==> config.mk <==
export PLATFORM = sky130hd
export DESIGN_NAME = utf8_to_utf16_stream
export DESIGN_NICKNAME = d
export VERILOG_FILES = /design/src/rtl/u8u16_pkg.sv /design/src/rtl/u8u16_decode.sv /design/src/rtl/utf8_to_utf16_stream.sv
export SDC_FILE = /design/constraint.sdc
export NUM_CORES = 1
export LEC_CHECK = 0
export BUFFER_PORTS_ARGS = -buffer_cell sky130_fd_sc_hd__buf_2
export CAP_MARGIN = 20
export CELL_PAD_IN_SITES_DETAIL_PLACEMENT = 2
export CELL_PAD_IN_SITES_GLOBAL_PLACEMENT = 2
export CORE_MARGIN = 4
export CORE_UTILIZATION = 35
export CTS_BUF_LIST = sky130_fd_sc_hd__clkbuf_16
export CTS_CLUSTER_DIAMETER = 200
export DETAILED_ROUTE_END_ITERATION = 8
export HOLD_SLACK_MARGIN = 0.02
export PLACE_DENSITY_LB_ADDON = 0.1
export SYNTH_ARGS = -nofsm -noshare
export SYNTH_HDL_FRONTEND = slang
export SYNTH_SLANG_ARGS = --single-unit
export TNS_END_PERCENT = 1
==> constraint.sdc <==
create_clock -name clk -period 3.92 [get_ports clk]
set_clock_uncertainty 0.05 [all_clocks]
set_input_delay 0.784 -clock clk [delete_from_list [all_inputs] [get_ports clk]]
set_output_delay 0.784 -clock clk [all_outputs]
set_load 0.02 [all_outputs]
==> src/rtl/u8u16_pkg.sv <==
`timescale 1ns / 1ps
package u8u16_pkg;

  localparam int WordW  = 16;
  localparam int PointW = 21;

  localparam logic [15:0] CapReset  = 16'd256;
  localparam logic [7:0]  ContMask  = 8'hC0;
  localparam logic [7:0]  ContCode  = 8'h80;
  localparam logic [7:0]  Lead2Mask = 8'hE0;
  localparam logic [7:0]  Lead2Code = 8'hC0;
  localparam logic [7:0]  Lead3Mask = 8'hF0;
  localparam logic [7:0]  Lead3Code = 8'hE0;
  localparam logic [7:0]  Lead4Mask = 8'hF8;
  localparam logic [7:0]  Lead4Code = 8'hF0;
  localparam logic [PointW-1:0] SuppBase = 21'h10000;
  localparam logic [15:0] HiSurr = 16'hD800;
  localparam logic [15:0] LoSurr = 16'hDC00;

  typedef struct packed {
    logic [WordW-1:0] word;
    logic             last;
    logic [WordW-1:0] count;
  } out_word_t;

  typedef struct packed {
    logic [1:0]        pending;
    logic [PointW-1:0] partial;
    logic [WordW-1:0]  written;
    logic              stopped;
  } dec_state_t;

endpackage

==> src/rtl/u8u16_decode.sv <==
`timescale 1ns / 1ps
module u8u16_decode (
  input  logic [7:0]              in_byte,
  input  logic [15:0]             cap_words,
  input  u8u16_pkg::dec_state_t   cur,
  output u8u16_pkg::dec_state_t   nxt,
  output logic [1:0]              num_words,
  output u8u16_pkg::out_word_t    word0,
  output u8u16_pkg::out_word_t    word1
);
  import u8u16_pkg::*;

  logic [PointW-1:0] grown;
  logic [PointW-1:0] point;
  logic [PointW-1:0] supp;
  logic              do_emit;
  logic              is_cont;
  logic              room1;
  logic              room2;

  assign is_cont = (in_byte & ContMask) == ContCode;
  assign grown   = {cur.partial[PointW-7:0], in_byte[5:0]};
  assign supp    = point - SuppBase;
  assign room1   = ({1'b0, cur.written} + 17'd1) < {1'b0, cap_words};
  assign room2   = ({1'b0, cur.written} + 17'd2) < {1'b0, cap_words};

  always_comb begin
    nxt       = cur;
    num_words = 2'd0;
    word0     = '0;
    word1     = '0;
    do_emit   = 1'b0;
    point     = '0;
    if (in_byte == 8'd0) begin
      num_words   = 2'd1;
      word0.last  = 1'b1;
      word0.count = cur.written;
      nxt         = '0;
    end else if (!cur.stopped) begin
      if (cur.pending != 2'd0 && is_cont) begin
        nxt.partial = grown;
        nxt.pending = cur.pending - 2'd1;
        if (cur.pending == 2'd1) begin
          do_emit = 1'b1;
          point   = grown;
        end
      end else begin
        nxt.pending = 2'd0;
        nxt.partial = '0;
        if (!room1) begin
          nxt.stopped = 1'b1;
        end else if (in_byte[7] == 1'b0) begin
          do_emit = 1'b1;
          point   = {13'd0, in_byte};
        end else if ((in_byte & Lead2Mask) == Lead2Code) begin
          nxt.partial = {16'd0, in_byte[4:0]};
          nxt.pending = 2'd1;
        end else if ((in_byte & Lead3Mask) == Lead3Code) begin
          nxt.partial = {17'd0, in_byte[3:0]};
          nxt.pending = 2'd2;
        end else if ((in_byte & Lead4Mask) == Lead4Code) begin
          nxt.partial = {18'd0, in_byte[2:0]};
          nxt.pending = 2'd3;
        end
      end
      if (do_emit) begin
        if (point[PointW-1:16] == '0) begin
          num_words   = 2'd1;
          word0.word  = point[15:0];
          nxt.written = cur.written + 16'd1;
        end else if (room2) begin
          num_words   = 2'd2;
          word0.word  = HiSurr | {5'd0, supp[20:10]};
          word1.word  = LoSurr | {6'd0, supp[9:0]};
          nxt.written = cur.written + 16'd2;
        end else begin
          nxt.stopped = 1'b1;
        end
      end
    end
  end

endmodule

==> src/rtl/utf8_to_utf16_stream.sv <==
`timescale 1ns / 1ps
// UTF-8 to UTF-16 stream transcoder.
// Slave stream: one UTF-8 byte per item on s_tdata; a zero byte ends the string.
// Master stream: one UTF-16 word per item. m_tdata[15:0] is the word,
// m_tdata[31:16] the count of words written, nonzero only on the terminator;
// m_tlast marks the zero terminator word that closes each string.
// cfg channel: writes cap_words (output capacity in words, terminator included);
// cfg_ready is always high; write only while the block is idle.
// Each byte is decoded in the cycle it is accepted and its words are
// registered into a small output queue, from which they are offered in order.
// Throughput is one byte per cycle while s_tready is high; a 4-byte sequence yields two words, and
// the three bytes before it produce none, so with a ready receiver the queue
// never holds more than two words and the input never stalls.
// s_tready drops only when the queue lacks room for two words, so a stalled
// receiver holds the queue contents and back-pressures the input.
// Synchronous reset empties the queue, clears decoder state and sets
// cap_words to 256.
module utf8_to_utf16_stream #(
  parameter int FIFO_DEPTH = 4
) (
  input  logic        clk,
  input  logic        rst,
  input  logic        s_tvalid,
  output logic        s_tready,
  input  logic [7:0]  s_tdata,   // in_byte
  output logic        m_tvalid,
  input  logic        m_tready,
  output logic [31:0] m_tdata,   // utf16_word, word_count
  output logic        m_tlast,   // is_last
  input  logic        cfg_valid,
  output logic        cfg_ready,
  input  logic [15:0] cfg_data
);
  import u8u16_pkg::*;

  localparam int PtrW = $clog2(FIFO_DEPTH);
  localparam int CntW = $clog2(FIFO_DEPTH + 1);
  localparam logic [PtrW-1:0] LastPtr = PtrW'(FIFO_DEPTH - 1);
  localparam logic [CntW-1:0] ReadyMax = CntW'(FIFO_DEPTH - 2);

  logic [15:0] cap_words;
  dec_state_t  state;
  dec_state_t  state_next;
  logic [1:0]  num_words;
  out_word_t   word0;
  out_word_t   word1;

  out_word_t       queue [FIFO_DEPTH];
  logic [PtrW-1:0] wr_ptr;
  logic [PtrW-1:0] wr_ptr1;
  logic [PtrW-1:0] wr_ptr2;
  logic [PtrW-1:0] rd_ptr;
  logic [CntW-1:0] fill;
  logic            take;
  logic            push;
  logic            pop;

  function automatic logic [PtrW-1:0] ptr_inc(input logic [PtrW-1:0] p);
    return (p == LastPtr) ? '0 : p + PtrW'(1);
  endfunction

  u8u16_decode u_decode (
    .in_byte   (s_tdata),
    .cap_words (cap_words),
    .cur       (state),
    .nxt       (state_next),
    .num_words (num_words),
    .word0     (word0),
    .word1     (word1)
  );

  assign cfg_ready = 1'b1;
  assign s_tready  = fill <= ReadyMax;
  assign take      = s_tvalid && s_tready;
  assign push      = take && (num_words != 2'd0);
  assign m_tvalid  = fill != '0;
  assign pop       = m_tvalid && m_tready;
  assign wr_ptr1   = ptr_inc(wr_ptr);
  assign wr_ptr2   = ptr_inc(wr_ptr1);

  assign m_tdata = {queue[rd_ptr].count, queue[rd_ptr].word};
  assign m_tlast = queue[rd_ptr].last;

  always_ff @(posedge clk) begin
    if (rst) begin
      cap_words <= CapReset;
    end else if (cfg_valid) begin
      cap_words <= cfg_data;
    end
  end

  always_ff @(posedge clk) begin
    if (rst) begin
      state  <= '0;
      wr_ptr <= '0;
      rd_ptr <= '0;
      fill   <= '0;
    end else begin
      if (take) begin
        state <= state_next;
      end
      if (push) begin
        wr_ptr <= (num_words == 2'd2) ? wr_ptr2 : wr_ptr1;
      end
      if (pop) begin
        rd_ptr <= ptr_inc(rd_ptr);
      end
      fill <= fill + (push ? CntW'(num_words) : CntW'(0)) - (pop ? CntW'(1) : CntW'(0));
    end
  end

  always_ff @(posedge clk) begin
    if (push) begin
      queue[wr_ptr] <= word0;
      if (num_words == 2'd2) begin
        queue[wr_ptr1] <= word1;
      end
    end
  end

endmodule
# == Word level (Yosys, flattened, before mapping) ==
# Memories as Yosys holds them, arrays and structs flattened. A register that Yosys moved wholly into a read port is not among the register bits.
# Index checks and enable logic that the tools add are counted.
# word_totals
reg_bits,57
latch_bits,0
ramBits,132
rom_bits,0
input_bits,29
output_inout_bits,36
word_cells,104
mem_count,1
# memory_table
memory,words,word_bits,rd,rd_ports_with_merged_regs,wr,line,rtl
queue,4,33,1,1,2,utf8_to_utf16_stream.sv:48,out_word_t queue [FIFO_DEPTH];
# classes
n_addsub,11
n_mul,0
div,0
magnitude_cmp,3
n_eq_ne,10
shift,0
mux,58
n_bitwise,0
n_reduce_logical,13
# ops
cell,n
16-bit two-way mux,12
21-bit two-way mux,7
23-bit two-way mux,6
40-bit two-way mux,2
17-bit by 16-bit less-than comparator with 1-bit output,2
17-bit two-way mux,2
2-bit two-way mux,12
"21-bit by 17-bit subtractor with 21-bit output, second input constant",1
"16-bit by 1-bit adder with 17-bit output, second input constant",1
"16-bit by 2-bit adder with 17-bit output, second input constant",1
"16-bit by 1-bit adder with 16-bit output, second input constant",1
"16-bit by 2-bit adder with 16-bit output, second input constant",1
1-bit two-way mux,16
"2-bit == test, second input constant",5
8-bit logical NOT,1
7-bit two-way mux,1
"2-bit by 1-bit adder with 2-bit output, second input constant",3
2-bit nonzero test,3
3-bit nonzero test,2
"5-bit == test, second input constant",1
5-bit logical NOT,1
"4-bit == test, second input constant",1
1-bit logical AND,4
4-bit AND reduction,1
8 further kinds,8

# == Logic depth before layout (Yosys ltp) ==
# logic_depth
depth_word,16
mapped_depth,20
ltp_nobuf,20

# == By module ==
# From an unflattened synthesis, not the netlist that was laid out.
# hier_totals
hier_cells,1093
hier_area_um2,12393.1
# by_module_without_submodules
module,instances,cells_each,area_per_inst_um2,seq_area_each_um2
utf8_to_utf16_stream,1,630,9476.6,5265.0
u8u16_decode,1,463,2916.5,0.0

# == Worst setup path after synthesis ==
# No wires, ideal clock.
# synth_timing
kind,reg2reg
start,reg state[3] (netlist bit)
end,reg fill[2]
setup_time_ps,128
arrival_time_ps,4042
required_time_ps,3742
setup_slack_ps,-300
path_stages_with_launch,21
path_buffers,0
period_less_slack_ps,4220
path_cell_list,dfxtp_1 -> ha_1 -> nand4_1 -> nor2_1 -> nand2_1 -> nor2_1 -> nand2_1 -> xnor2_1 -> ha_1 -> a21oi_1 -> o211ai_1 -> a211o_1 -> or2_4 -> o21ai_0 -> inv_1 -> ha_1 -> inv_1 -> ha_1 -> fa_1 -> xnor2_1 -> nor2_1
# synth_via
elab_chain_len,14
word_cells_on_any_way,18
classes_between,add/sub: 4; order compare: 2; mux: 10; reduce/logical: 2
# synth_lines
element,line,rtl
start: declaration,utf8_to_utf16_stream.sv:42,dec_state_t state;
start signal: assignment,utf8_to_utf16_stream.sv:100,state <= state_next;
16-bit by 1-bit adder with 17-bit output,u8u16_decode.sv:24,"assign room1 = ({1'b0, cur.written} + 17'd1) < {1'b0, cap_words};"
17-bit by 16-bit less-than comparator with 1-bit output,u8u16_decode.sv:24,
1-bit two-way mux,u8u16_decode.sv:50,if (!room1) begin
1-bit two-way mux,u8u16_decode.sv:40,if (cur.pending != 2'd0 && is_cont) begin
1-bit two-way mux,u8u16_decode.sv:39,end else if (!cur.stopped) begin
1-bit two-way mux,u8u16_decode.sv:34,if (in_byte == 8'd0) begin
2-bit two-way mux (*),u8u16_decode.sv:66,if (do_emit) begin
2-bit two-way mux (*),u8u16_decode.sv:39,
2-bit two-way mux (*),u8u16_decode.sv:34,
2-bit nonzero test,utf8_to_utf16_stream.sv:75,assign push = take && (num_words != 2'd0);
1-bit logical AND,utf8_to_utf16_stream.sv:75,
2-bit two-way mux (*),utf8_to_utf16_stream.sv:108,fill <= fill + (push ? CntW'(num_words) : CntW'(0)) - (pop ? CntW'(1) : CntW'(0));
3-bit by 2-bit adder with 3-bit output (*),utf8_to_utf16_stream.sv:108,
3-bit by 1-bit subtractor with 3-bit output (*),utf8_to_utf16_stream.sv:108,
end signal: assignment,utf8_to_utf16_stream.sv:108,
end: declaration,utf8_to_utf16_stream.sv:53,logic [CntW-1:0] fill;
# Mark *: on every way between the ends. The rest lies on a longest branch, timed or not. The select of a mux whose other input is x is not followed.
# A chain may end at the register's enable or synchronous reset.

# == Final worst setup path ==
# layout_timing
start,reg state[2] (netlist bit)
end,reg fill[1]
# The elaborated chain is that of the path after synthesis.

==> summary by stage <==
Logic synthesis
For this run, the number of Yosys warnings is 0. After synthesis, the netlist uses about 70 different library cells. In the synthesized netlist the dominant register cell turns out to be sky130_fd_sc_hd__dfxtp_1. In the synthesized netlist, the number of instances is ~1200.

By instance count, the leading cell after synthesis is sky130_fd_sc_hd__nand2_1. For this run, asynchronously set or reset flops after synthesis account for 0%. Summing every instance area after synthesis gives between 0.01 and 0.015 mm2. Ranked by instance count, the synthesized netlist is headed by 177 x sky130_fd_sc_hd__nand2_1, 131 x sky130_fd_sc_hd__dfxtp_1, 78 x sky130_fd_sc_hd__nor2_1. The mean cell area of the mapped netlist is roughly 9 um2. The synthesized design spends more area on one cell type than any other, namely sky130_fd_sc_hd__dfxtp_1. Summed over its instances, the top area cell type makes up between 20% and 30% of the synthesized netlist area. In the post-synthesis netlist, the biggest area contributors are sky130_fd_sc_hd__dfxtp_1 24%, sky130_fd_sc_hd__edfxtp_1 16%, sky130_fd_sc_hd__mux4_2 6.7%. The number of nets handed over by synthesis was 1303.

The sequential cell area fraction in the yosys report is between 30% and 40%. The synthesis-stage register bit count is 191. The count of flip-flops with a built-in enable after synthesis is 60.

Place
Input and output buffers added on the ports amount to 63. Once detailed placement completed, the half-perimeter wirelength came to around 30000 um. The last weighted congestion value of the routability-driven placer is 0.828. In this run, placement finished with an instance count of roughly 1700.

Run
The tool flagged a number of max-cap violations equal to 0.

Setup path
The largest single stage delay on the critical path is around 0.53 ns. The cell family contributing the most delay on the critical path is adder cells. Measured in cells, the most critical reg-to-reg path has a length of 19. At the worst endpoint, the required time is ~4.3 ns. STA classifies the critical path endpoint as a flip-flop. At the worst endpoint, the arrival time is ~4.4 ns. The capture point of the worst reg-to-reg path is fill[1]$_SDFF_PP0_. The worst setup path is launched from a flip-flop. The slowest stage of the critical path belongs to the cell sky130_fd_sc_hd__fa_2. The number of buffer and inverter stages on the critical path is 2. The worst register-to-register path has a setup slack of -0.11 ns. The critical path launch point is state[2]$_SDFFE_PP0P_. The cell seen most often among critical-path stages is sky130_fd_sc_hd__ha_4. The critical path is of the flip-flop to flip-flop type. Along the worst path, the maximum fanout reaches 4. Walking the worst path, the cells encountered are ha_4, nand4_1, nor2_2, nand2_2, nor2_2, nand2_1, xnor2_1, ha_1, nand3_2, o211ai_1, a211o_1, or2_4, o21ai_4, inv_2, ha_4, inv_2, ha_4, fa_2, nor2b_4.

The startpoint of the most critical register-to-register path is state[2]$_SDFFE_PP0P_.

Worst hold path
The instance count along the most critical hold path is 2. The type of the worst min-delay path is flip-flop to flip-flop. The destination of the worst hold path is queue[1][16]$_SDFFE_PP0P_. The start point of the worst min-delay path is queue[1][16]$_SDFFE_PP0P_.

Floorplan
Once the floorplan was initialized, standard cells occupied 35.8% of the core. Measured along the y axis, the die boundary spans about 190 um. The overall die width is ~190 um.

The core region is roughly 0.031 mm2. The floorplan has 64 rows. The die footprint is between 0.03 and 0.04 mm2. The total I/O pin count is 65.

STA
In this run the tightest slew margin relative to its limit is 29.2%. Setup repair after global routing could not meet its margin everywhere. At the pin with the least slew margin, the transition time is 1.06 ns. Setup total negative slack on the finished layout was measured at -0.177 ns.

The number of setup violations in the final report is 2. Hold is met by 0.426 ns. The upper clock frequency limit is between 200 and 250 MHz.

The hold violation count in the final report came to 0. The final count of pins violating max slew came to 0. The final critical path takes up 103% of the cycle. The shortest clock period the worst path allows after layout is approximately 4.0 ns. In the post-route analysis, the smallest setup slack over all paths is -0.112 ns.

Global route
Across every metal layer, demand over resource in global routing totals roughly 25%. The first-pass GRT wire length is approximately 68000 um. The initial antenna violation count was 0. The via count of the first global-routing pass is about 11000. The pin count of the biggest net entering global routing is 46. The total congestion overflow after global routing is 0.

Route
For this run, design rule violations remaining after detail routing come to 0. The number of iterations in the first detailed-routing pass is 5. The wire length per cell is 25.3 um. The detail route stage leaves a number of antenna-violating nets equal to 0.

The count of vias placed by the detailed router is ~10000. In the routed layout, each cell is associated on average with a via count of about 6. The number of design-rule violations left by the first detailed-router iteration is between 500 and 600. The detailed-route wire length is roughly 44000 um.

Finish
For this run, the number of standard cells in the final layout without fillers is between 1500 and 2000. After filler insertion, the fill cell instance count of the layout stands at approximately 3400. The antenna diode count is 0. The share of cells above drive strength 1 is between 20% and 30%. Compared with the post-synthesis result, the final layout area differs by 21.1%.

The number of nets in the final layout is around 1400.

Clocking
The number of CTS-inserted buffers is 17. The clock drives 191 sinks. In this run the deepest clock path goes through 2 buffers. TritonCTS built the clock tree. After clock tree synthesis, the clock-pin slew on the worst setup and hold paths is approximately 0.08 ns.

In this run the number of H-tree levels came out at 4. Clock latency on the worst-skew pair, taken at its later pin, is about 0.46 ns. Clock tree synthesis selected as its root buffer the cell sky130_fd_sc_hd__clkbuf_16.

The hold-fix buffer count after cts is 0.

Outcome
The flow ran to the end, but the final reports show violations. The final reports fail on setup timing.

Power and ir drop
The static leakage is roughly 5.3 nW. The total power of the final layout is between 5 and 6 mW. The power density of the placed cells is about 400 mW/mm2. The worst-case vdd ir drop is between 0.0003 and 0.0004 V.
[placed cells by master (no fill, tap or decap), drive strengths merged, types with 4 or more instances in the layout]
cell type,Yosys,layout
o31ai,33,33
and3,13,13
a32oi,10,10
xnor2,22,22
nor3,34,34
a22oi,12,12
and2,16,16
or2,4,4
mux4,33,33
nor4,11,11
a221oi,4,4
nand4,24,24
nor2,81,81
a31oi,69,69
o2111ai,4,4
buf,46,190
a21o,30,30
xor2,9,9
a41o,10,10
clkbuf,55,17
inv,44,50
o21ai,51,51
ha,44,44
mux2i,17,17
dfxtp,131,131
a21boi,5,5
nand2,178,178
clkinv,0,4
o211ai,12,12
edfxtp,60,60
o22ai,6,6
a21oi,46,46
nand2b,11,11
nand3,65,65
[tightest hold or removal path, cell delays in order, from the launching register on]
cell and delay, ns:
sky130_fd_sc_hd__dfxtp_1 0.32, sky130_fd_sc_hd__inv_1 0.05, sky130_fd_sc_hd__a221oi_1 0.06
[registers in the layout, indices dropped and copies added, names as in the netlist, named ones only]
register   flops
cap_words     16
state         34
wr_ptr         2
fill           3
queue        132
rd_ptr         2
[report_power, final]
part	total [mW]	switching [mW]	internal, mW
clock	1.88	0.876	1.00
combinational	1.18	0.703	0.481
sequential	2.26	0.130	2.13
total	5.32	1.71	3.61
[metrics by stage]
step	util (%)	setup WS, ns	cell area [um2]
floorplan	-	0.00857	11100
detailed placement	40.8	-0.250	12600
global route	43.4	-0.242	13400
finish	43.4	-0.112	13400
CTS	42.8	-0.0174	13200
global placement	40.8	-0.0173	12600
[repair_timing]
action / CTS / global route
endpoints found under the setup margin: 145 / 203
gates resized for setup: 9 / 38
pin swaps: 9 / 20
buffers inserted: 3 / 1
[cell type report]
cell class | instances | area, um2 | share of cell area [%]
inverter | 44 | 165 | 1.23
timing repair buffer | 190 | 1460 | 10.9
clock inverter | 15 | 168 | 1.25
sequential | 191 | 4430 | 33.0
tap | 396 | 495 | 3.69
clock buffer | 17 | 425 | 3.17
multi-input combinational | 893 | 6270 | 46.7
[metal layers]
metal / GRT usage, % / share of wire, % / routed length, um / up-vias
li1: - / - / - / 4750
met2: 46.9 / 52 / 23100 / 188
met1: 30.6 / 43 / 18800 / 5380
met3: 3.24 / 2.8 / 1220 / 51
met4: 8.51 / 2.4 / 1050 / 0
met5: 0 / 0 / 0 / -
[worst max-delay path by stage]
stage	to	slack, ns	cells past startpoint
6_report	fill[1]$_SDFF_PP0_	-0.11	19
5_1_grt	fill[1]$_SDFF_PP0_	-0.24	18
3_5_place_dp	fill[1]$_SDFF_PP0_	-0.25	19
4_1_cts	fill[1]$_SDFF_PP0_	-0.02	19
3_3_place_gp	fill[2]$_SDFF_PP0_	-0.02	20
2_1_floorplan	fill[2]$_SDFF_PP0_	0.009	20
[cells by family after synthesis]
group / count (synthesis) / synth area share, %
AO/OA/AOI/OAI: 312 / 19.1
XOR/XNOR: 31 / 2.45
adder cells (fa/ha/maj): 45 / 5.15
buffers and inverters: 145 / 5.35
flip-flops: 191 / 39.9
multiplexers: 53 / 8.55
other: 1 / 0.0338
AND/OR/NAND/NOR: 451 / 19.4
No activity file was read; power rests on OpenSTA's default activity.
